--- config.mk ---
export PLATFORM = sky130hd
export DESIGN_NAME = nor_raster_ctr
export DESIGN_NICKNAME = d
export VERILOG_FILES = /design/src/rtl/core/neighbor_outline_recolor_assert.svh /design/src/rtl/core/nor_pkg.sv /design/src/rtl/core/nor_raster_ctr.sv
export SDC_FILE = /design/constraint.sdc
export NUM_CORES = 1
export LEC_CHECK = 0
export BUFFER_PORTS_ARGS = -buffer_cell sky130_fd_sc_hd__buf_4
export CAP_MARGIN = 10
export CELL_PAD_IN_SITES_DETAIL_PLACEMENT = 2
export CELL_PAD_IN_SITES_GLOBAL_PLACEMENT = 2
export CORE_ASPECT_RATIO = 1.4
export CORE_MARGIN = 3
export CORE_UTILIZATION = 30
export CTS_CLUSTER_SIZE = 20
export DETAILED_ROUTE_END_ITERATION = 10
export GPL_TIMING_DRIVEN = 0
export PLACE_DENSITY = 0.75
export SLEW_MARGIN = 25
export SYNTH_ARGS = -nofsm -noshare
export SYNTH_HDL_FRONTEND = slang
export SYNTH_SLANG_ARGS = --single-unit
--- constraint.sdc ---
create_clock -name clk -period 6.9 [get_ports clk]
set_input_delay 0.69 -clock clk [delete_from_list [all_inputs] [get_ports clk]]
set_output_delay 0.69 -clock clk [all_outputs]
set_load 0.03 [all_outputs]
--- src/rtl/core/neighbor_outline_recolor_assert.svh ---
// assertion macros shared by the recolor block
`ifndef NEIGHBOR_OUTLINE_RECOLOR_ASSERT_SVH
`define NEIGHBOR_OUTLINE_RECOLOR_ASSERT_SVH

// same-cycle implication, checked out of reset
`define NOR_ASSERT_IMP(label, ante, cons, msg) \
	label: assert property (@(posedge clk) disable iff (!arst_n) (ante) |-> (cons)) \
		else $error(msg);

// next-cycle implication, checked out of reset
`define NOR_ASSERT_NXT(label, ante, cons, msg) \
	label: assert property (@(posedge clk) disable iff (!arst_n) (ante) |=> (cons)) \
		else $error(msg);

`endif

--- src/rtl/core/nor_pkg.sv ---
`default_nettype none
package nor_pkg;

	localparam int MAX_WIDTH  = 1024;
	localparam int MAX_HEIGHT = 1024;

	localparam int COL_W   = $clog2(MAX_WIDTH);
	localparam int WID_W   = $clog2(MAX_WIDTH + 1);
	localparam int ROW_W   = $clog2(MAX_HEIGHT + 1);
	localparam int DIM_W   = 11;
	localparam int RGB_W   = 24;
	localparam int ALPHA_W = 8;
	localparam int COORD_W = 10;
	localparam int PIX_W   = ALPHA_W + RGB_W;
	// line word: above-match flag on top of alpha and rgb
	localparam int LINE_W  = PIX_W + 1;

	localparam int CFG_IDX_W  = 3;
	localparam int CFG_DATA_W = 24;

	localparam logic [ALPHA_W-1:0] FULL_ALPHA = 8'd255;

	typedef enum logic [CFG_IDX_W-1:0] {
		REG_OUTLINE     = 3'd0,
		REG_TARGET      = 3'd1,
		REG_REPLACEMENT = 3'd2,
		REG_WIDTH       = 3'd3,
		REG_HEIGHT      = 3'd4
	} cfg_reg_e;

	typedef struct packed {
		logic [RGB_W-1:0]   pixel_color;
		logic [ALPHA_W-1:0] pixel_alpha;
		logic               flush;
	} pix_item_t;

	typedef struct packed {
		logic [RGB_W-1:0]   out_color;
		logic [ALPHA_W-1:0] out_alpha;
		logic [COORD_W-1:0] out_x;
		logic [COORD_W-1:0] out_y;
		logic               recolored;
		logic               last_of_frame;
	} res_item_t;

	typedef struct packed {
		logic [RGB_W-1:0] outline;
		logic [RGB_W-1:0] target;
		logic [RGB_W-1:0] replacement;
	} colors_t;

	// raster position of the item at the input, with its edge flags
	typedef struct packed {
		logic [COL_W-1:0] x;
		logic [COL_W-1:0] nx;
		logic [ROW_W-1:0] r;
		logic             pad;
		logic             right_ok;
		logic             last_col;
	} pos_t;

	typedef struct packed {
		pos_t             pos;
		logic [PIX_W-1:0] pixel;
	} stage_t;

endpackage
`default_nettype wire

--- src/rtl/core/nor_raster_ctr.sv ---
`default_nettype none
module nor_raster_ctr import nor_pkg::*; (
	input  wire logic             clk,
	input  wire logic             arst_n,
	input  wire logic [DIM_W-1:0] width,
	input  wire logic [DIM_W-1:0] height,
	input  wire logic             accept,
	input  wire logic             ignore,
	output pos_t                  pos
);

	localparam int CW1 = COL_W + 1;
	localparam int RW1 = ROW_W + 1;

	logic [COL_W-1:0] col_q;
	logic [ROW_W-1:0] row_q;
	logic [WID_W-1:0] w;
	logic [ROW_W-1:0] h;
	logic             wrap;
	logic [RW1-1:0]   r_tmp;
	logic [RW1-1:0]   r_inc;
	logic [CW1-1:0]   x_inc;
	logic [COL_W-1:0] col_d;
	logic [ROW_W-1:0] row_d;

	function automatic logic [WID_W-1:0] eff_width(input logic [DIM_W-1:0] v);
		logic [WID_W-1:0] e;
		if (v == '0) begin
			e = WID_W'(1);
		end else if (v > MAX_WIDTH) begin
			e = WID_W'(MAX_WIDTH);
		end else begin
			e = WID_W'(v);
		end
		return e;
	endfunction

	function automatic logic [ROW_W-1:0] eff_height(input logic [DIM_W-1:0] v);
		logic [ROW_W-1:0] e;
		if (v == '0) begin
			e = ROW_W'(1);
		end else if (v > MAX_HEIGHT) begin
			e = ROW_W'(MAX_HEIGHT);
		end else begin
			e = ROW_W'(v);
		end
		return e;
	endfunction

	always_comb begin
		w = eff_width(width);
		h = eff_height(height);
		// counters left past new bounds wrap first
		wrap = col_q >= w;
		r_tmp = RW1'(row_q) + RW1'(wrap);
		pos.x = wrap ? '0 : col_q;
		pos.r = (r_tmp > h) ? '0 : r_tmp[ROW_W-1:0];
		x_inc = CW1'(pos.x) + CW1'(1);
		pos.nx = x_inc[COL_W-1:0];
		pos.right_ok = x_inc < w;
		pos.last_col = x_inc == w;
		pos.pad = pos.r >= h;
		r_inc = RW1'(pos.r) + RW1'(1);
		if (ignore) begin
			col_d = pos.x;
			row_d = pos.r;
		end else if (!pos.right_ok) begin
			col_d = '0;
			row_d = (r_inc > h) ? '0 : r_inc[ROW_W-1:0];
		end else begin
			col_d = pos.nx;
			row_d = pos.r;
		end
	end

	always_ff @(posedge clk or negedge arst_n) begin
		if (!arst_n) begin
			col_q <= '0;
			row_q <= '0;
		end else if (accept) begin
			col_q <= col_d;
			row_q <= row_d;
		end
	end

endmodule
`default_nettype wire

Word-level counts from Yosys, hierarchy flattened. Cells that the tools add are included.

Word-level logic and storage cells: 26. Bits in writable memories: 0. Memories: 0. Memory bits (read-only): 0. Register bits after elaboration: 21. Output and inout port bits: 34. Input port bits: 26. Latch bits: 0.

Divide/modulo/power cells: 0. Shift operators: 0. $add $sub $neg: 3. $lt $le $gt $ge: 7. Bitwise operators: 0. $mul: 0. Reductions and logical operators: 2. Multiplexer cells: 11. Equal/unequal tests: 1.

Operator list (number): 2-to-1 mux 11 bit (8); 2-to-1 mux 10 bit (3); > comparator 12 x 11 -> 1 bit (2); > comparator 11 bit (second input constant) (2); zero test 11 bit (2); adder 11 x 1 -> 12 bit (1); adder 11 x 1 -> 12 bit (second input constant) (1); adder 10 x 1 -> 11 bit (second input constant) (1); equality test 11 bit (1); greater-or-equal comparator 10 x 11 -> 1 bit (1); greater-or-equal comparator 11 bit (1); less-than comparator 11 bit (1).

Logic depth before layout (Yosys ltp).
Depth after elaboration: 12. Gate-level depth with buffers: 42. Mapped depth without buffers: 38.

Least setup slack after synthesis. OpenSTA, ideal clock, no wires.

Path type: input port to flip-flop. Start: input width[6]. End: register row_q[3]. Data arrival time: 7.408 ns. Path slack: -0.598 ns. Buffers on the path: 4. Stages on the path: 38. Setup time: 0.090 ns. Required time: 6.810 ns. Cells stage by stage: nor4_1 a31oi_1 nor2_1 ha_1 nand2b_1 a21boi_0 o21ai_0 a21oi_1 a21oi_1 inv_1 buf_1 ha_1 ha_1 nand2_2 o21a_1 nor2_1 inv_1 ha_1 [2 not listed] a21oi_1 o22a_1 buf_6 nor2_1 clkbuf_1 and2_1 ha_1 and3_1 o31ai_2 nor4_1 nor4b_4 ha_1 nand4_1 o32ai_1 a21o_1 clkbuf_4 nand3_1 o221ai_1.

RTL lines: start, declared (line nor_raster_ctr.sv:5) `input wire logic [DIM_W-1:0] width,`; end signal, assigned (line nor_raster_ctr.sv:82) `row_q <= row_d;`; end, declared (line nor_raster_ctr.sv:16) `logic [ROW_W-1:0] row_q;`.

Final worst setup path.
Start: input width[10]. End: register row_q[7].

Word-level cells in the longest chain between the ends: 12. Elaborated cells on any way between the ends: 16. Those cells by class: add/sub: 3; order compare: 5; mux: 7; reduce/logical: 1.

RTL lines: > comparator 11 bit (line nor_raster_ctr.sv:30) `end else if (v > MAX_WIDTH) begin`; 2-to-1 mux 11 bit (line nor_raster_ctr.sv:30); 2-to-1 mux 11 bit (*) (line nor_raster_ctr.sv:28) `if (v == '0) begin`; greater-or-equal comparator 10 x 11 -> 1 bit (line nor_raster_ctr.sv:54) `wrap = col_q >= w;`; adder 11 x 1 -> 12 bit (line nor_raster_ctr.sv:55) `r_tmp = RW1'(row_q) + RW1'(wrap);`; > comparator 12 x 11 -> 1 bit (line nor_raster_ctr.sv:57) `pos.r = (r_tmp > h) ? '0 : r_tmp[ROW_W-1:0];`; 2-to-1 mux 11 bit (line nor_raster_ctr.sv:57); adder 11 x 1 -> 12 bit (line nor_raster_ctr.sv:63) `r_inc = RW1'(pos.r) + RW1'(1);`; > comparator 12 x 11 -> 1 bit (line nor_raster_ctr.sv:69) `row_d = (r_inc > h) ? '0 : r_inc[ROW_W-1:0];`; 2-to-1 mux 11 bit (line nor_raster_ctr.sv:69); 2-to-1 mux 11 bit (line nor_raster_ctr.sv:67) `end else if (!pos.right_ok) begin`; 2-to-1 mux 11 bit (*) (line nor_raster_ctr.sv:64) `if (ignore) begin`.

Every way passes the cells marked *; elsewhere a longest branch is shown, timed or not. A chain may end at the register's enable or synchronous reset.

==> impl_metrics.env <==
export IMPL_status="finished with violations"
export IMPL_violations="negative setup slack"
export IMPL_num_rows=46
export IMPL_yosys_top_cells_count="ha_1 (58), nor2_1 (50), nand2_1 (37)"
export IMPL_regArea_um2=525.5
export IMPL_viasPerCell=5.713
export IMPL_yosys_register_bits=21
export IMPL_max_freq_mhz=138.4
export IMPL_fillCellCount=1276
export IMPL_multi_input_area_mm2=0.003211
export IMPL_fp_dieH_um=133.6
export IMPL_crit_arrival_ns=7.40
export IMPL_yosys_warnings=0
export IMPL_maxSlewViolCount=0
export IMPL_min_period_over_period_pct=104.7
export IMPL_end_kind="register"
export IMPL_grt_pass1_wl_um=24610
export IMPL_synth_compound_area_share_pct=22.71
export IMPL_post_route_min_period_ns=7.226
export IMPL_numCtsBuffers=3
export IMPL_syn_nets=526
export IMPL_synth_top_family_by_area="simple AND/OR/NAND/NOR gates"
export IMPL_fp_dieW_um=97.12
export IMPL_ys_seq_area_share_pct=15.07
export IMPL_insertion_delay_ns=0.27
export IMPL_io_pins=60
export IMPL_cts_sinks=21
export IMPL_rr_worst_depth=34
export IMPL_finalHoldViolations=0
export IMPL_setup_ws_ns=-0.3263
export IMPL_synthSimpleGateAreaFrac_pct=29.75
export IMPL_synth_xor_area_share_pct=4.521
export IMPL_core_area_mm2=0.01134
export IMPL_synth_ff_type="dfrtp_1"
export IMPL_grt_antenna_before_repair=0
export IMPL_maxSlewHeadroom_pct=56.68
export IMPL_start_kind="primary input"
export IMPL_dpl_cell_count=645
export IMPL_area_growth_syn_to_layout_pct=50.66
export IMPL_drc=0
export IMPL_routabilityCongestion=0.7888
export IMPL_postRouteAntennaNets=0
export IMPL_synthAdderAreaFrac_pct=20.81
export IMPL_fin_util_pct=46.34
export IMPL_synth_most_common_cell="ha_1"
export IMPL_synth_edff_count=0
export IMPL_avgRoutedWirePerCell_um=23.54
export IMPL_clock_skew_ns=0.002815
export IMPL_tritoncts="done"
export IMPL_crit_fanout=7
export IMPL_synth_area_mm2=0.003487
export IMPL_synth_avg_cell_area_um2=7.889
export IMPL_start_util_pct=30.75
export IMPL_wirelength_um=16920
export IMPL_grt_pass1_vias=4552
export IMPL_yosys_cell_types_count=70
export IMPL_n_antenna_cell=0
export IMPL_nets=660
export IMPL_power_mw=2.450
export IMPL_vdd_drop_max_v=0.0002895
export IMPL_die_area_mm2=0.01297
export IMPL_grt_overflow=0
export IMPL_synthMuxAreaShare_pct=0.3229
export IMPL_setup_tns_final_ns=-2.876
export IMPL_clockBufferDepth=2
export IMPL_cts_root_buf="clkbuf_16"
export IMPL_fin_cells=719
export IMPL_io_buffers=59
export IMPL_postSynthCellCount=442
export IMPL_cellLeakagePower_nw=2.308
export IMPL_cts_htree_levels=1
export IMPL_tightestPinTransition_ns=0.6476
export IMPL_setup_viol=12
export IMPL_dp_hpwl_um=11210
export IMPL_synth_largest_area_cell="ha_1"
export IMPL_grt_max_degree=22
export IMPL_cp_slowest_cell="nor3b_1"
export IMPL_synth_top_area_share_pct=20.81
export IMPL_drtIter0Drc=150
export IMPL_grt_usage_pct=23.91
export IMPL_drive_gt1_share_pct=41.04
export IMPL_vias=4108
export IMPL_grt_setup_unrepaired="true"
export IMPL_first_pass_iters=5
export IMPL_path_class="in -> reg"
export IMPL_p_per_area_mw_per_mm2=466.4
export IMPL_worstHoldPathType="in -> async"
export IMPL_synthArstFlopShare_pct=100.0
export IMPL_critPathMaxStageDelay_ns=0.36
export IMPL_worstPathRequired_ns=7.07
export IMPL_clkSlewWorstSetupHoldPaths_ns=0.06
export IMPL_netlist_top_cells_area="ha_1 (21%), dfrtp_1 (15%), nor2_1 (5.4%)"
export IMPL_maxCapViolations=0
export IMPL_timing_critical_path_mode_cell="ha_4"
## worst paths after layout
kind	start	end	slack (ns)
worst max-delay path	width[10]	row_q[7]$_DFFE_PN0P_	-0.33
worst min-delay path	arst_n	col_q[8]$_DFFE_PN0P_	0.31
worst max register to register	col_q[6]$_DFFE_PN0P_	row_q[7]$_DFFE_PN0P_	0.09
worst min register to register	col_q[9]$_DFFE_PN0P_	col_q[9]$_DFFE_PN0P_	0.57
max in group asynchronous	arst_n	row_q[8]$_DFFE_PN0P_	6.32
min in group clk	col_q[9]$_DFFE_PN0P_	col_q[9]$_DFFE_PN0P_	0.57
## power by group
group,total (mW),internal [mW],switching (mW)
sequential,0.241,0.170,0.0709
combinational,2.08,0.873,1.20
clock,0.132,0.0792,0.0533
total,2.45,1.12,1.33
## critical path, delay by kind of cell
family          cells  cell delay [ns]
compound gates     11             2.45
simple gates       12             1.88
fa+ha+maj           5             1.29
buf+inv             8             1.04
## stage by stage
| step | setup WS, ns | hold slack, ns | area [um^2] |
|---|---|---|---|
| floorplan | 0.02128 | 0.3944 | 3522 |
| global placement | -1.944 | 0.5480 | 4145 |
| detailed placement | -2.076 | 0.5533 | 4145 |
| CTS | -0.3248 | 0.3265 | 4936 |
| global route | -0.6309 | 0.3334 | 5254 |
| finish | -0.3263 | 0.3143 | 5254 |
## logic make-up (layout without fill, tap and decap cells)
logic type | count (synthesis) | in the layout
muxes | 1 | 1
and+or+nand+nor | 188 | 188
buffers and inverters | 47 | 180
DFF | 21 | 21
AOI/OAI and AO/OA | 109 | 109
adders and majority gates | 58 | 58
xor gates and xnor gates | 18 | 18
## timing repair
item / 4_1_cts / 5_1_grt
setup endpoints to repair: 15 / 13
setup buffers: 54 / 16
cloned: 1 / 0
pin swaps: 38 / 46
hold buffers: 0 / 0
gates resized for setup: 57 / 43
## layer usage
metal / GRT usage [%] / wire length (um)
met3: 1.624 / 383
met4: 10.15 / 662
met5: 0 / 0
met2: 50.81 / 10120
met1: 22.73 / 5752
## layout make-up
cell class,count,share of cell area [%]
inverters,28,2.072
flip-flops and latches,21,10.00
plain buffers,18,2.810
clock buffers,4,1.500
repair buffers,130,19.08
well taps,144,3.429
multi-input cells,374,61.11
## flip-flops by register name, indices dropped and copies added (netlist names)
name,flops
col_q,10
row_q,11
## cells in the final DEF (no fill, tap or decap), types with 5 or more instances in the layout
cell       netlist  final
nand3_1         13      9
nor4_2           2      5
and2_1           7      6
nand2_1         37     35
inv_2            0      6
a31oi_1         12     10
buf_6            7     10
clkbuf_1         6      5
ha_1            58     49
nand4_1         19     19
inv_1           25     19
o2bb2ai_1        5      5
ha_4             0      9
o21ai_0         12      9
a21oi_1         23     15
a21o_1          10      9
buf_4            0    125
xnor2_1         12      8
nor3_1          11      8
a21oi_2          1      8
dfrtp_1         21     21
nor2_1          50     43
nor2b_1          6      5
xor2_1           6      6
Note: power is estimated with default switching activity, not from simulation.
