## src/rtl/core/neighbor_outline_recolor_assert.svh

```systemverilog
// assertion macros shared by the recolor block
`ifndef NEIGHBOR_OUTLINE_RECOLOR_ASSERT_SVH
`define NEIGHBOR_OUTLINE_RECOLOR_ASSERT_SVH

// same-cycle implication, checked out of reset
`define NOR_ASSERT_IMP(label, ante, cons, msg) \
	label: assert property (@(posedge clk) disable iff (!arst_n) (ante) |-> (cons)) \
		else $error(msg);

// next-cycle implication, checked out of reset
`define NOR_ASSERT_NXT(label, ante, cons, msg) \
	label: assert property (@(posedge clk) disable iff (!arst_n) (ante) |=> (cons)) \
		else $error(msg);

`endif

```

## src/rtl/core/nor_pkg.sv

```systemverilog
`default_nettype none
package nor_pkg;

	localparam int MAX_WIDTH  = 1024;
	localparam int MAX_HEIGHT = 1024;

	localparam int COL_W   = $clog2(MAX_WIDTH);
	localparam int WID_W   = $clog2(MAX_WIDTH + 1);
	localparam int ROW_W   = $clog2(MAX_HEIGHT + 1);
	localparam int DIM_W   = 11;
	localparam int RGB_W   = 24;
	localparam int ALPHA_W = 8;
	localparam int COORD_W = 10;
	localparam int PIX_W   = ALPHA_W + RGB_W;
	// line word: above-match flag on top of alpha and rgb
	localparam int LINE_W  = PIX_W + 1;

	localparam int CFG_IDX_W  = 3;
	localparam int CFG_DATA_W = 24;

	localparam logic [ALPHA_W-1:0] FULL_ALPHA = 8'd255;

	typedef enum logic [CFG_IDX_W-1:0] {
		REG_OUTLINE     = 3'd0,
		REG_TARGET      = 3'd1,
		REG_REPLACEMENT = 3'd2,
		REG_WIDTH       = 3'd3,
		REG_HEIGHT      = 3'd4
	} cfg_reg_e;

	typedef struct packed {
		logic [RGB_W-1:0]   pixel_color;
		logic [ALPHA_W-1:0] pixel_alpha;
		logic               flush;
	} pix_item_t;

	typedef struct packed {
		logic [RGB_W-1:0]   out_color;
		logic [ALPHA_W-1:0] out_alpha;
		logic [COORD_W-1:0] out_x;
		logic [COORD_W-1:0] out_y;
		logic               recolored;
		logic               last_of_frame;
	} res_item_t;

	typedef struct packed {
		logic [RGB_W-1:0] outline;
		logic [RGB_W-1:0] target;
		logic [RGB_W-1:0] replacement;
	} colors_t;

	// raster position of the item at the input, with its edge flags
	typedef struct packed {
		logic [COL_W-1:0] x;
		logic [COL_W-1:0] nx;
		logic [ROW_W-1:0] r;
		logic             pad;
		logic             right_ok;
		logic             last_col;
	} pos_t;

	typedef struct packed {
		pos_t             pos;
		logic [PIX_W-1:0] pixel;
	} stage_t;

endpackage
`default_nettype wire

```

## src/rtl/core/nor_decide.sv

```systemverilog
`default_nettype none
module nor_decide import nor_pkg::*; (
	input  wire logic              clk,
	input  wire logic              arst_n,
	input  colors_t                colors,
	input  stage_t                 item,
	input  wire logic [LINE_W-1:0] prev,
	input  wire logic [LINE_W-1:0] nb,
	input  wire logic              adv,
	input  wire logic              res_stall,
	output logic                   has_res,
	output logic      [LINE_W-1:0] wdata,
	output logic                   res_valid,
	output res_item_t              res
);

	logic [RGB_W-1:0] prev_rgb;
	logic             prev_outline;
	logic             up;
	logic             left;
	logic             right;
	logic             down;
	logic             hit;
	logic             left_match_q;
	logic             res_valid_q;
	res_item_t        res_d;
	res_item_t        res_q;

	always_comb begin
		prev_rgb = prev[RGB_W-1:0];
		has_res = item.pos.r != '0;
		prev_outline = prev_rgb == colors.outline;
		up = (item.pos.r >= ROW_W'(2)) && prev[PIX_W];
		left = (item.pos.x != '0) && left_match_q;
		right = item.pos.right_ok && (nb[RGB_W-1:0] == colors.outline);
		down = !item.pos.pad && (item.pixel[RGB_W-1:0] == colors.outline);
		hit = (prev_rgb == colors.target) && (up || left || right || down);

		res_d.out_color = hit ? colors.replacement : prev_rgb;
		res_d.out_alpha = hit ? FULL_ALPHA : prev[PIX_W-1:RGB_W];
		res_d.out_x = COORD_W'(item.pos.x);
		res_d.out_y = COORD_W'(item.pos.r - ROW_W'(1));
		res_d.recolored = hit;
		res_d.last_of_frame = item.pos.pad && item.pos.last_col;

		// padding keeps the stored pixel, row 0 keeps the stored flag
		wdata[PIX_W] = has_res ? prev_outline : prev[PIX_W];
		wdata[PIX_W-1:0] = item.pos.pad ? prev[PIX_W-1:0] : item.pixel;
	end

	always_ff @(posedge clk or negedge arst_n) begin
		if (!arst_n) begin
			left_match_q <= 1'b0;
			res_valid_q <= 1'b0;
		end else begin
			if (adv && has_res) begin
				left_match_q <= prev_outline;
			end
			if (adv && has_res) begin
				res_valid_q <= 1'b1;
			end else if (!res_stall) begin
				res_valid_q <= 1'b0;
			end
		end
	end

	always_ff @(posedge clk) begin
		if (adv && has_res) begin
			res_q <= res_d;
		end
	end

	assign res_valid = res_valid_q;
	assign res = res_q;

endmodule
`default_nettype wire

```

## config.mk

```make
export PLATFORM = sky130hd
export DESIGN_NAME = nor_decide
export DESIGN_NICKNAME = d
export VERILOG_FILES = /design/src/rtl/core/neighbor_outline_recolor_assert.svh /design/src/rtl/core/nor_pkg.sv /design/src/rtl/core/nor_decide.sv
export SDC_FILE = /design/constraint.sdc
export NUM_CORES = 1
export LEC_CHECK = 0
export CAP_MARGIN = 20
export CELL_PAD_IN_SITES_DETAIL_PLACEMENT = 0
export CELL_PAD_IN_SITES_GLOBAL_PLACEMENT = 1
export CORE_AREA = 4 4 113 115
export CTS_BUF_LIST = sky130_fd_sc_hd__clkbuf_16
export CTS_CLUSTER_SIZE = 20
export DETAILED_ROUTE_END_ITERATION = 12
export DIE_AREA = 0 0 117 119
export DONT_BUFFER_PORTS = 1
export GPL_TIMING_DRIVEN = 0
export PLACE_DENSITY_LB_ADDON = 0.1
export SETUP_SLACK_MARGIN = 0.3
export SYNTH_ARGS = -nofsm -noshare
export SYNTH_HDL_FRONTEND = slang
export SYNTH_SLANG_ARGS = --single-unit
```

## constraint.sdc

```tcl
create_clock -name clk -period 1.9 [get_ports clk]
set_clock_uncertainty 0.1 [all_clocks]
set_input_delay 0.285 -clock clk [delete_from_list [all_inputs] [get_ports clk]]
set_output_delay 0.285 -clock clk [all_outputs]
set_load 0.1 [all_outputs]
```

After elaboration in Yosys (flattened, before gate mapping)
Cells that the tools add are included.

Eq/ne operators: 5. Add/sub/neg operators: 1. Reductions and logical operators: 13. Multiplexer cells: 5. Bitwise gates (word level): 0. Order comparisons: 1. Multipliers: 0. Shift operators: 0. Div/mod/pow operators: 0.

Operators with widths (number): $eq A24 B24 Y1 (4); $mux W32 (1); $mux W24 (1); $ge A11 B2 Y1 const B (1); $reduce_bool A11 Y1 (1); $reduce_bool A10 Y1 (1); $sub A10 B1 Y10 const B (1); $logic_and A1 B1 Y1 (7); $logic_or A1 B1 Y1 (3); $mux W1 (3); $ne A2 B1 Y1 const B (1); $logic_not A1 Y1 (1).

Memories kept: 0. Logic and storage cells: 33. Output and inout bits: 89. Bits in latches: 0. Memory bits (writable): 0. Flip-flop bits (word level): 56. Bits of input ports: 208. Memory bits (read-only): 0.

Longest topological paths before layout
Gate-level depths: netlist of the first run.

Word-level depth: 7. Depth in mapped cells: 8. Depth with buffers taken out: 7.

Worst setup path after synthesis of the first run
OpenSTA, ideal clock, no wires.

Path kind: input -> register. Start point: input item[35] (netlist bit). End point: register res_q (netlist bit res[0]), enable pin. Arrival: 2.645 ns. Path buffers: 0. Setup slack: -1.253 ns. Required time: 1.392 ns. Library setup time: 0.408 ns. Cell stages on the path: 6. Path through: inv_1 ha_1 nor4b_1 nand2_1 nand2_1 inv_1.

Word-level cells in the longest chain between the ends: 2.

RTL lines: start: declaration (RTL line nor_decide.sv:6) `input stage_t item,`; $reduce_bool A11 Y1 (RTL line nor_decide.sv:31) `has_res = item.pos.r != '0;`; via has_res (RTL line nor_decide.sv:11) `output logic has_res,`; $logic_and A1 B1 Y1 (RTL line nor_decide.sv:68) `if (adv && has_res) begin`; end signal: assignment (RTL line nor_decide.sv:69) `res_q <= res_d;`; end: declaration (RTL line nor_decide.sv:27) `res_item_t res_q;`.

The timed path passes the listed nets, and every way through them passes these cells. A chain may end at the register's enable or synchronous reset.

==> metrics.yaml, run 1 <==
finish:
  n_antenna_cell: 0
  fin_cells: 482
  drive_gt1_frac: 0.331
  syn2layout_area_growth_pct: 26.2
  nNetsFinal: 545
routing:
  via_count: 2535
  initialDrtViolationCount: 117
  ant_nets: 0
  viasPerCell: 5.26
  wirelength_mm: 13.8
  dr.pass1.iters: 4
  wire_per_inst_um: 28.6
  route.detailed.drc: 0
placed_design:
  pre_cts_ws_ps: -926
  place.gp.congestion: 0.753
  hpwl_mm: 11.1
  port_buffers: 0
  placed_cells: 451
grt:
  grt_start_max_net_pins: 30
  grt_pass1_vias: 2924
  overflow: 0
  gr-usage-met1: 0.209
  grt_usage: 0.187
  grtUsageMet3: 0.0600
  grt_pass1_wl_mm: 18.5
  busiest_layer: "met2"
  antenna_found_initial: 0
  met2_usage: 0.339
worst_setup_path:
  crit_path_end: "res[43]$_DFFE_PP_"
  critPathKind: "in -> reg"
  reg2reg_slack_ps: 120
  worstPathRequired_ps: 1850
  r2r_cells: 6
  cp_slowest_cell: "or4_4"
  cp.arrival_ps: 2100
  cp-start-kind: "primary input"
  max_stage_delay_ps: 430
  setup.worst_path.end_class: "flop"
  r2r_end: "res[43]$_DFFE_PP_"
  startpoint: "item[35]"
  crit_chain: "inv_16, ha_4, or4_4, o41ai_4, o21ai_4, o21ai_4, buf_12, buf_12, mux2_4"
  cp_max_fo: 5
  r2r_start: "left_match_q$_DFFE_PN0P_"
clock_tree:
  cts-root-buf: "clkbuf_16"
  clk_latency_ps: 290
  cts_buffers: 5
  cts_tree: "yes"
  cts-htree-levels: 2
  cts_max_path_buffers: 2
  clkTransAtPathRegs_ps: 70
  cts_sinks: 56
yosys:
  ys_types: 26
  synth-edff-count: 54
  synth_warnings: 0
  synth_top_cells_by_count: "xor2_1 (72), edfxtp_1 (54), mux2_2 (37), xnor2_1 (32), mux2_4 (21)"
  synth_area_leaders: "edfxtp_1 (42%), xor2_1 (16%), mux2_2 (11%)"
  async_reset_ff_frac: 0.0357
  yosysMostFrequentCell: "xor2_1"
  syn_avg_cell_area_um2: 12.7
  synthFlopType: "edfxtp_1"
  syn_nets: 514
  yosysSeqAreaShare: 0.433
  synth_top_area_share: 0.420
  synth_area_leader_cell: "edfxtp_1"
  syn_area_um2: 3860
  synthCells: 303
  ys_ff_latch: 56
die:
  fp.dieW_um: 117
  dieArea_um2: 13900
  rows: 40
  initial_core_util: 0.327
  die_y_um: 119
  io_pins: 297
  core_area_um2: 11800
sta:
  grt_setup_unrepaired: "true"
  setup_violations: 27
  tightest_slew_ps: 932
  whs_ps: 32.5
  fmax_mhz: 465
  hold_viol_final: 0
  finalWorstSetupSlack_ps: -249
  period_needed_ps: 2150
  slew_violations: 0
  setup_tns_ps: -5570
  fin_crit_sh: 1.13
  max_slew_margin: 0.380
run_status:
  status: "complete, but fails checks"
  violations: "negative setup slack"
power:
  power.density_nw_per_um2: 837
  ir_drop_mv: 0.443
  cellLeakagePower_nw: 1.90
min_path:
  hold_class: "in -> reg"
run:
  drv_cap: 0
critical path, delay by kind of cell:
| kind | cells | cell delay, ps |
|---|---|---|
| adders and majority gates | 1 | 130 |
| muxes | 1 | 300 |
| AOI/OAI and AO/OA | 3 | 630 |
| and+or+nand+nor | 1 | 430 |
| buffers and inverters | 3 | 320 |
per-stage QoR:
stage,instance area [um^2],util,total power (W)
detailed placement,4300,0.364,0.00310
global route,4870,0.412,0.00420
finish,4870,0.412,0.00408
global placement,4280,0.362,0.00310
floorplan,4090,-,0.00298
CTS,4840,0.410,0.00411
metal layers:
metal / wire, um / part of all wire / vias to the layer above
li1: - / - / 1157
met1: 5210 / 0.38 / 1217
met2: 7180 / 0.52 / 152
met3: 1230 / 0.089 / 9
met4: 150 / 0.011 / 0
met5: 0 / 0 / -
kinds of logic after synthesis:
family,count (synthesis),synth area share
buf+inv,12,0.0220
xor+xnor,104,0.236
fa+ha+maj,3,0.00973
flops,56,0.433
mux,58,0.190
simple gates,66,0.0976
compound gates,4,0.0120
final cells by class:
cell class | count | area (um^2)
Sequential cell | 56 | 1670
Tap cell | 147 | 184
Timing Repair inverter | 1 | 7.51
Timing Repair Buffer | 23 | 295
Inverter | 5 | 38.8
Fill cell | 1092 | 6940
Buffer | 7 | 116
Clock inverter | 3 | 17.5
Multi-Input combinational cell | 235 | 2410
Clock buffer | 5 | 125
layout by cell type (no fill, tap or decap), types with 2 or more instances in the layout:
master         count
clkbuf_16          6
xnor2_2            6
edfxtp_1          54
mux2_4            55
nand2_1            7
clkinvlp_4         2
buf_16             2
nand3_1            3
nor4_2             4
nor4_1            14
dlygate4sd3_1     12
buf_4              3
nand2_8            2
nor3_2             2
o21ai_4            2
xnor2_1           26
nand2b_1          10
mux2_2             3
xor2_1            72
nand4_1           10
buf_8              3
ha_1               2
nor2_1             5
nor3_1             3
inv_1              2
buf_6              2
buf_12             5
or4_4              2
registers in the layout (all words and copies together) (netlist names):
register      count
res              54
res_valid         1
left_match_q      1
worst min-delay path by stage:
stage	from	endpoint	slack, ps	cells after the start
floorplan	arst_n	left_match_q$_DFFE_PN0P_	-110	0
CTS	adv	res_valid$_DFFE_PN0P_	30	2
finish	adv	res_valid$_DFFE_PN0P_	30	2
global placement	arst_n	res_valid$_DFFE_PN0P_	-110	0
detailed placement	arst_n	res_valid$_DFFE_PN0P_	-110	0
global route	adv	res_valid$_DFFE_PN0P_	50	2
power by group:
| part | leakage, nW | switching [W] | internal [W] | total, W |
|---|---|---|---|---|
| clock network | 0.0716 | 0.000462 | 0.000489 | 0.000951 |
| registers | 0.552 | 0.000733 | 0.00147 | 0.00220 |
| logic | 1.28 | 0.000611 | 0.000315 | 0.000925 |
| total | 1.90 | 0.00181 | 0.00227 | 0.00408 |
timing repair:
action / CTS / global route
hold buffers: 12 / 0
resized for setup: 26 / 6
pin swaps: 4 / 3
buffers inserted: 8 / 0
gates cloned: 3 / 0
endpoints found under the setup margin: 172 / 154
hold endpoints to repair: 13 / 0
No activity file was read; power rests on OpenSTA's default activity.
==> run 2, diff against run 1 <==
==> constraint.sdc (replaced) <==
create_clock -name clk -period 2.7 [get_ports clk]
set_clock_uncertainty 0.1 [all_clocks]
set_input_delay 0.405 -clock clk [delete_from_list [all_inputs] [get_ports clk]]
set_output_delay 0.405 -clock clk [all_outputs]
set_load 0.1 [all_outputs]
==> metrics.yaml, run 2 (synthesis gave the netlist of run 1 again) <==
clock_tree:
  cts_sinks: 56  # unchanged
  cts_max_path_buffers: 2  # unchanged
  cts_tree: "yes"
  cts-htree-levels: 2  # unchanged
  cts-root-buf: "clkbuf_16"
  cts_buffers: 5  # unchanged
  clk_latency_ps: 280  # about the same
  clkTransAtPathRegs_ps: 70  # about the same
sta:
  tightest_slew_ps: 923  # -8.53 ps
  hold_viol_final: 0  # unchanged
  fmax_mhz: 432
  finalWorstSetupSlack_ps: 383  # +632 ps
  period_needed_ps: 2320
  grt_setup_unrepaired: "true"
  max_slew_margin: 0.386  # +0.00568
  fin_crit_sh: 0.858
  slew_violations: 0  # unchanged
  setup_violations: 0  # -100%
finish:
  fillers: 1184  # +8.4%
  fin_cells: 463  # -3.9%
  mostFrequentLayoutCell: "xor2_1"
  drive_gt1_frac: 0.278  # -0.0529
  post-route-util: 0.369  # -0.0437
  syn2layout_area_growth_pct: 12.8
  nNetsFinal: 526  # -3.5%
  regArea_um2: 1670  # about the same
  multiInputGateArea_um2: 2190  # -9.4%
  n_antenna_cell: 0  # unchanged
  design_area_um2: 4350  # -11%
  final_cell_mix: "xor2_1 (72), edfxtp_1 (54), mux2_2 (33), xnor2_1 (31), mux2_4 (25)"
  largest_reg_flops: 54  # unchanged
worst_setup_path:
  setup.worst_path.end_class: "output pin"
  cp.arrival_ps: 1810  # -290 ps
  cp-start-kind: "primary input"
  worstPathRequired_ps: 2190  # +340 ps
  critPathKind: "in -> out"
  cp_max_fo: 4  # -1
die:
  fp.dieW_um: 117  # unchanged
  dieArea_um2: 13900  # unchanged
  rows: 40  # unchanged
  initial_core_util: 0.327  # unchanged
  die_y_um: 119  # unchanged
  core_area_um2: 11800  # unchanged
  io_pins: 297  # unchanged
routing:
  via_count: 2428  # -4.2%
  route.detailed.drc: 0  # unchanged
  ant_nets: 0  # unchanged
  viasPerCell: 5.24  # -0.29%
  initialDrtViolationCount: 127  # +8.5%
  wire_per_inst_um: 28.5  # -0.14%
  wirelength_mm: 13.2  # -4.1%
  dr.pass1.iters: 4  # unchanged
power:
  power_frac_seq: 0.560  # +0.020
  p_int_w: 0.00154  # -32%
  power.switching_w: 0.00123  # -32%
  power_frac_clock: 0.233  # about the same
  ir_drop_mv: 0.253  # -43%
  combPwrFrac: 0.207  # -0.020
  power.density_nw_per_um2: 635  # -24%
  finalPower_w: 0.00276  # -32%
  cellLeakagePower_nw: 1.62  # -15%
  p_sw_frac: 0.443  # +0.000461
placed_design:
  place.gp.congestion: 0.757  # +0.49%
  hpwl_mm: 11.4  # +2.3%
  placed_cells: 451  # unchanged
  port_buffers: 0  # unchanged
  place_area_um2: 4140  # -3.7%
  pre_cts_ws_ps: -269  # +657 ps
grt:
  grt_usage: 0.182  # -0.00442
  grt_start_max_net_pins: 31  # +3.3%
  grt_pass1_wl_mm: 18.1  # -2.1%
  antenna_found_initial: 0  # unchanged
  grt_pass1_vias: 2741  # -6.3%
  overflow: 0  # unchanged
min_path:
  hold_class: "in -> reg"
run_status:
  status: "finished clean"
run:
  drv_cap: 0  # unchanged
run 2: power groups by stage:
stage | sequential [W] | clock, W | combinational [W]
final | 0.00155 | 0.000643 | 0.000572
after global placement | 0.00157 | 0 | 0.000567
after floorplan | 0.00156 | 0 | 0.000509
after global routing | 0.00156 | 0.000704 | 0.000601
after detailed placement | 0.00157 | 0 | 0.000573
after CTS | 0.00155 | 0.000670 | 0.000579
run 2: timing repair:
item | in CTS | in global routing
setup endpoints to repair | 84 | 34
hold endpoints to repair | 2 | 0
pin swaps | 1 | 1
hold buffers | 1 | 0
setup buffers | 2 | 0
resized for setup | 5 | 3
gates cloned | 1 | 0
run 2: cell type report:
type | count | share of cell area
plain buffers | 7 | 0.0161
flip-flops and latches | 56 | 0.384
repair inverters | 1 | 0.00172
clock inverters | 3 | 0.00374
multi-input cells | 235 | 0.502
well taps | 147 | 0.0422
clock buffers | 5 | 0.0287
inverters | 5 | 0.00805
repair buffers | 4 | 0.0132
run 2: routing by layer:
| metal | global-route usage | share of wire | vias to the layer above |
|---|---|---|---|
| met1 | 0.196 | 0.37 | 1139 |
| met2 | 0.336 | 0.53 | 165 |
| li1 | - | - | 1117 |
| met3 | 0.0655 | 0.098 | 7 |
| met5 | 0 | 0 | - |
| met4 | 0.0373 | 0.0099 | 0 |
run 2: metrics by stage:
step           setup TNS (ps)  hold slack (ps)
4_1_cts                     0             98.9
5_1_grt                     0             89.7
3_5_place_dp            -7990             9.67
3_3_place_gp           -29430             9.66
6_report                    0              105
2_1_floorplan               0             9.41
run 2: critical path, cell delays in order:
cell      delay, ps
nor4_4          270
nand2b_1        170
nor2_2          200
nand2_4         240
mux2_4          520
run 2: worst paths after layout:
check / startpoint / end / slack, ps / cells after the start
setup / recovery: item[39] / wdata[32] / 380 / 5
setup reg to reg: left_match_q$_DFFE_PN0P_ / res[38]$_DFFE_PP_ / 940 / 6
min in group asynchronous: arst_n / res_valid$_DFFE_PN0P_ / 260 / 1
hold / removal: item[63] / res[19]$_DFFE_PP_ / 110 / 0
max in group asynchronous: arst_n / left_match_q$_DFFE_PN0P_ / 2100 / 1
hold reg to reg: left_match_q$_DFFE_PN0P_ / left_match_q$_DFFE_PN0P_ / 410 / 1
==> run 3, diff against run 2 <==
--- a/config.mk
+++ b/config.mk
@@ -15,7 +15,7 @@
 export DIE_AREA = 0 0 117 119
 export DONT_BUFFER_PORTS = 1
 export GPL_TIMING_DRIVEN = 0
-export PLACE_DENSITY_LB_ADDON = 0.1
+export PLACE_DENSITY = 0.59
 export SETUP_SLACK_MARGIN = 0.3
 export SYNTH_ARGS = -nofsm -noshare
 export SYNTH_HDL_FRONTEND = slang
==> metrics.yaml, run 3 (synthesis gave the netlist of run 1 again) <==
run:
  drv_cap: 0  # unchanged
die:
  io_pins: 297  # unchanged
  dieArea_um2: 13900  # unchanged
  die_y_um: 119  # unchanged
  core_area_um2: 11800  # unchanged
  initial_core_util: 0.327  # unchanged
  fp.dieW_um: 117  # unchanged
  rows: 40  # unchanged
power:
  combPwrFrac: 0.209  # +0.002
  ir_drop_mv: 0.239  # -5.8%
  power_frac_clock: 0.235  # +0.002
  p_int_w: 0.00154  # +0.24%
  power_frac_seq: 0.556  # -0.004
  power.density_nw_per_um2: 637  # +0.33%
  p_sw_frac: 0.447  # +0.00350
  cellLeakagePower_nw: 1.62  # +0.19%
  power.switching_w: 0.00125  # +1.7%
sta:
  tightest_slew_ps: 940  # +17.0 ps
  slew_violations: 0  # unchanged
  finalWorstSetupSlack_ps: 353  # -30.2 ps
  fmax_mhz: 426  # -1.3%
  period_needed_ps: 2350  # +30.2 ps
  setup_violations: 0  # unchanged
  grt_setup_unrepaired: "true"
  max_slew_margin: 0.373  # -0.0126
  hold_viol_final: 0  # unchanged
  setup_tns_ps: 0  # unchanged
  fin_crit_sh: 0.869  # +0.0112
clock_tree:
  cts_max_path_buffers: 2  # unchanged
  clk_latency_ps: 280  # about the same
  cts_tree: "yes"
  cts-htree-levels: 2  # unchanged
  cts_buffers: 5  # unchanged
  cts-root-buf: "clkbuf_16"
  clkTransAtPathRegs_ps: 70  # about the same
  cts_sinks: 56  # unchanged
finish:
  nNetsFinal: 527  # +0.19%
  final_cell_mix: "xor2_1 (72), edfxtp_1 (54), mux2_2 (33), xnor2_1 (32), mux2_4 (25)"
  fillers: 1179  # -0.42%
  largest_reg_flops: 54  # unchanged
  n_antenna_cell: 0  # unchanged
  fin_cells: 464  # +0.22%
  syn2layout_area_growth_pct: 13.4
  design_area_um2: 4380  # +0.55%
  drive_gt1_frac: 0.290  # +0.0117
  mostFrequentLayoutCell: "xor2_1"
  post-route-util: 0.371  # +0.00201
worst_setup_path:
  crit_path_end: "wdata[32]"
  r2r_cells: 6  # unchanged
  critPathKind: "in -> out"
  setup.worst_path.end_class: "output pin"
  reg2reg_slack_ps: 890  # -50 ps
  r2r_end: "res[32]$_DFFE_PP_"
  cp_max_fo: 4  # unchanged
  worstPathRequired_ps: 2190  # about the same
  cp_slowest_cell: "mux2_4"
  startpoint: "item[39]"
  crit_chain: "nor4_4, nand2b_1, nor2_2, nand2_4, mux2_4"
  r2r_start: "left_match_q$_DFFE_PN0P_"
  max_stage_delay_ps: 520  # about the same
  cp-start-kind: "primary input"
  cpLargestDelayFamily: "simple AND/OR/NAND/NOR gates"
  crit_buf_inv: 0  # unchanged
  cp.arrival_ps: 1840  # +30 ps
  cp.depth: 5  # unchanged
grt:
  grt_pass1_vias: 2807  # +2.4%
  grt_usage: 0.186  # +0.00360
  antenna_found_initial: 0  # unchanged
  grt_pass1_wl_mm: 18.5  # +2.2%
  overflow: 0  # unchanged
  grt_start_max_net_pins: 29  # -6.5%
routing:
  viasPerCell: 5.43  # +3.5%
  wirelength_mm: 13.5  # +2.5%
  via_count: 2519  # +3.7%
  route.detailed.drc: 0  # unchanged
  wire_per_inst_um: 29.2  # +2.3%
  dr.pass1.iters: 4  # unchanged
  ant_nets: 0  # unchanged
  initialDrtViolationCount: 89  # -30%
min_path:
  hold_class: "in -> reg"
placed_design:
  port_buffers: 0  # unchanged
  hpwl_mm: 11.5  # +0.88%
  place.gp.congestion: 0.777  # +2.7%
  placed_cells: 451  # unchanged
  pre_cts_ws_ps: -296  # -27.2 ps
  place_area_um2: 4140  # unchanged
run_status:
  status: "finished clean"
## run 3: final cells by class
class	instances	area, um^2	area share
multi-input combinational	235	2200	0.502
sequential	56	1670	0.382
timing repair inverter	1	7.51	0.00171
clock buffer	5	125	0.0286
clock inverter	3	20.0	0.00457
tap	147	184	0.0420
buffer	7	71.3	0.0163
inverter	5	35.0	0.00800
timing repair buffer	5	65.1	0.0149
## run 3: worst min path at each step
stage	from	end	slack [ps]	cells after the start
6_report	item[63]	res[19]$_DFFE_PP_	110	0
2_1_floorplan	arst_n	left_match_q$_DFFE_PN0P_	9	0
5_1_grt	item[63]	res[19]$_DFFE_PP_	90	0
3_5_place_dp	arst_n	res_valid$_DFFE_PN0P_	10	0
4_1_cts	item[62]	res[18]$_DFFE_PP_	100	0
3_3_place_gp	arst_n	res_valid$_DFFE_PN0P_	10	0
## run 3: worst register-to-register path: cells and delay by family (launching register included)
family | cells | cell delay [ps]
compound gates | 2 | 370
buf+inv | 2 | 300
flops | 1 | 380
mux | 1 | 310
simple gates | 1 | 120
## run 3: metal layers
metal  global-route usage  wire [um]  share of wire  vias up
li1                     -          -              -     1120
met1                0.193       4720           0.35     1199
met2                0.340       7050           0.52      184
met5                    0          0              0        -
met3               0.0772       1510           0.11       16
met4               0.0459        252          0.019        0
## run 3: repair_timing
action                                  4_1_cts  5_1_grt
gates resized for setup                       7        4
endpoints found under the setup margin       89       37
setup buffers                                 3        0
pin swaps                                     1        1
cloned                                        1        0
hold buffers                                  1        0
hold endpoints to repair                      2        0
## run 3: per-stage QoR
stage / hold slack, ps / total power, W
global placement: 9.71 / 0.00215
detailed placement: 9.72 / 0.00215
finish: 108 / 0.00279
CTS: 95.4 / 0.00282
global route: 92.6 / 0.00288
floorplan: 9.41 / 0.00207
## run 3: power groups by stage
stage / Clock, W / Combinational, W / Sequential (W)
global route: 0.000711 / 0.000610 / 0.00156
CTS: 0.000683 / 0.000587 / 0.00155
floorplan: 0 / 0.000509 / 0.00156
finish: 0.000656 / 0.000583 / 0.00155
detailed placement: 0 / 0.000579 / 0.00157
global placement: 0 / 0.000574 / 0.00157
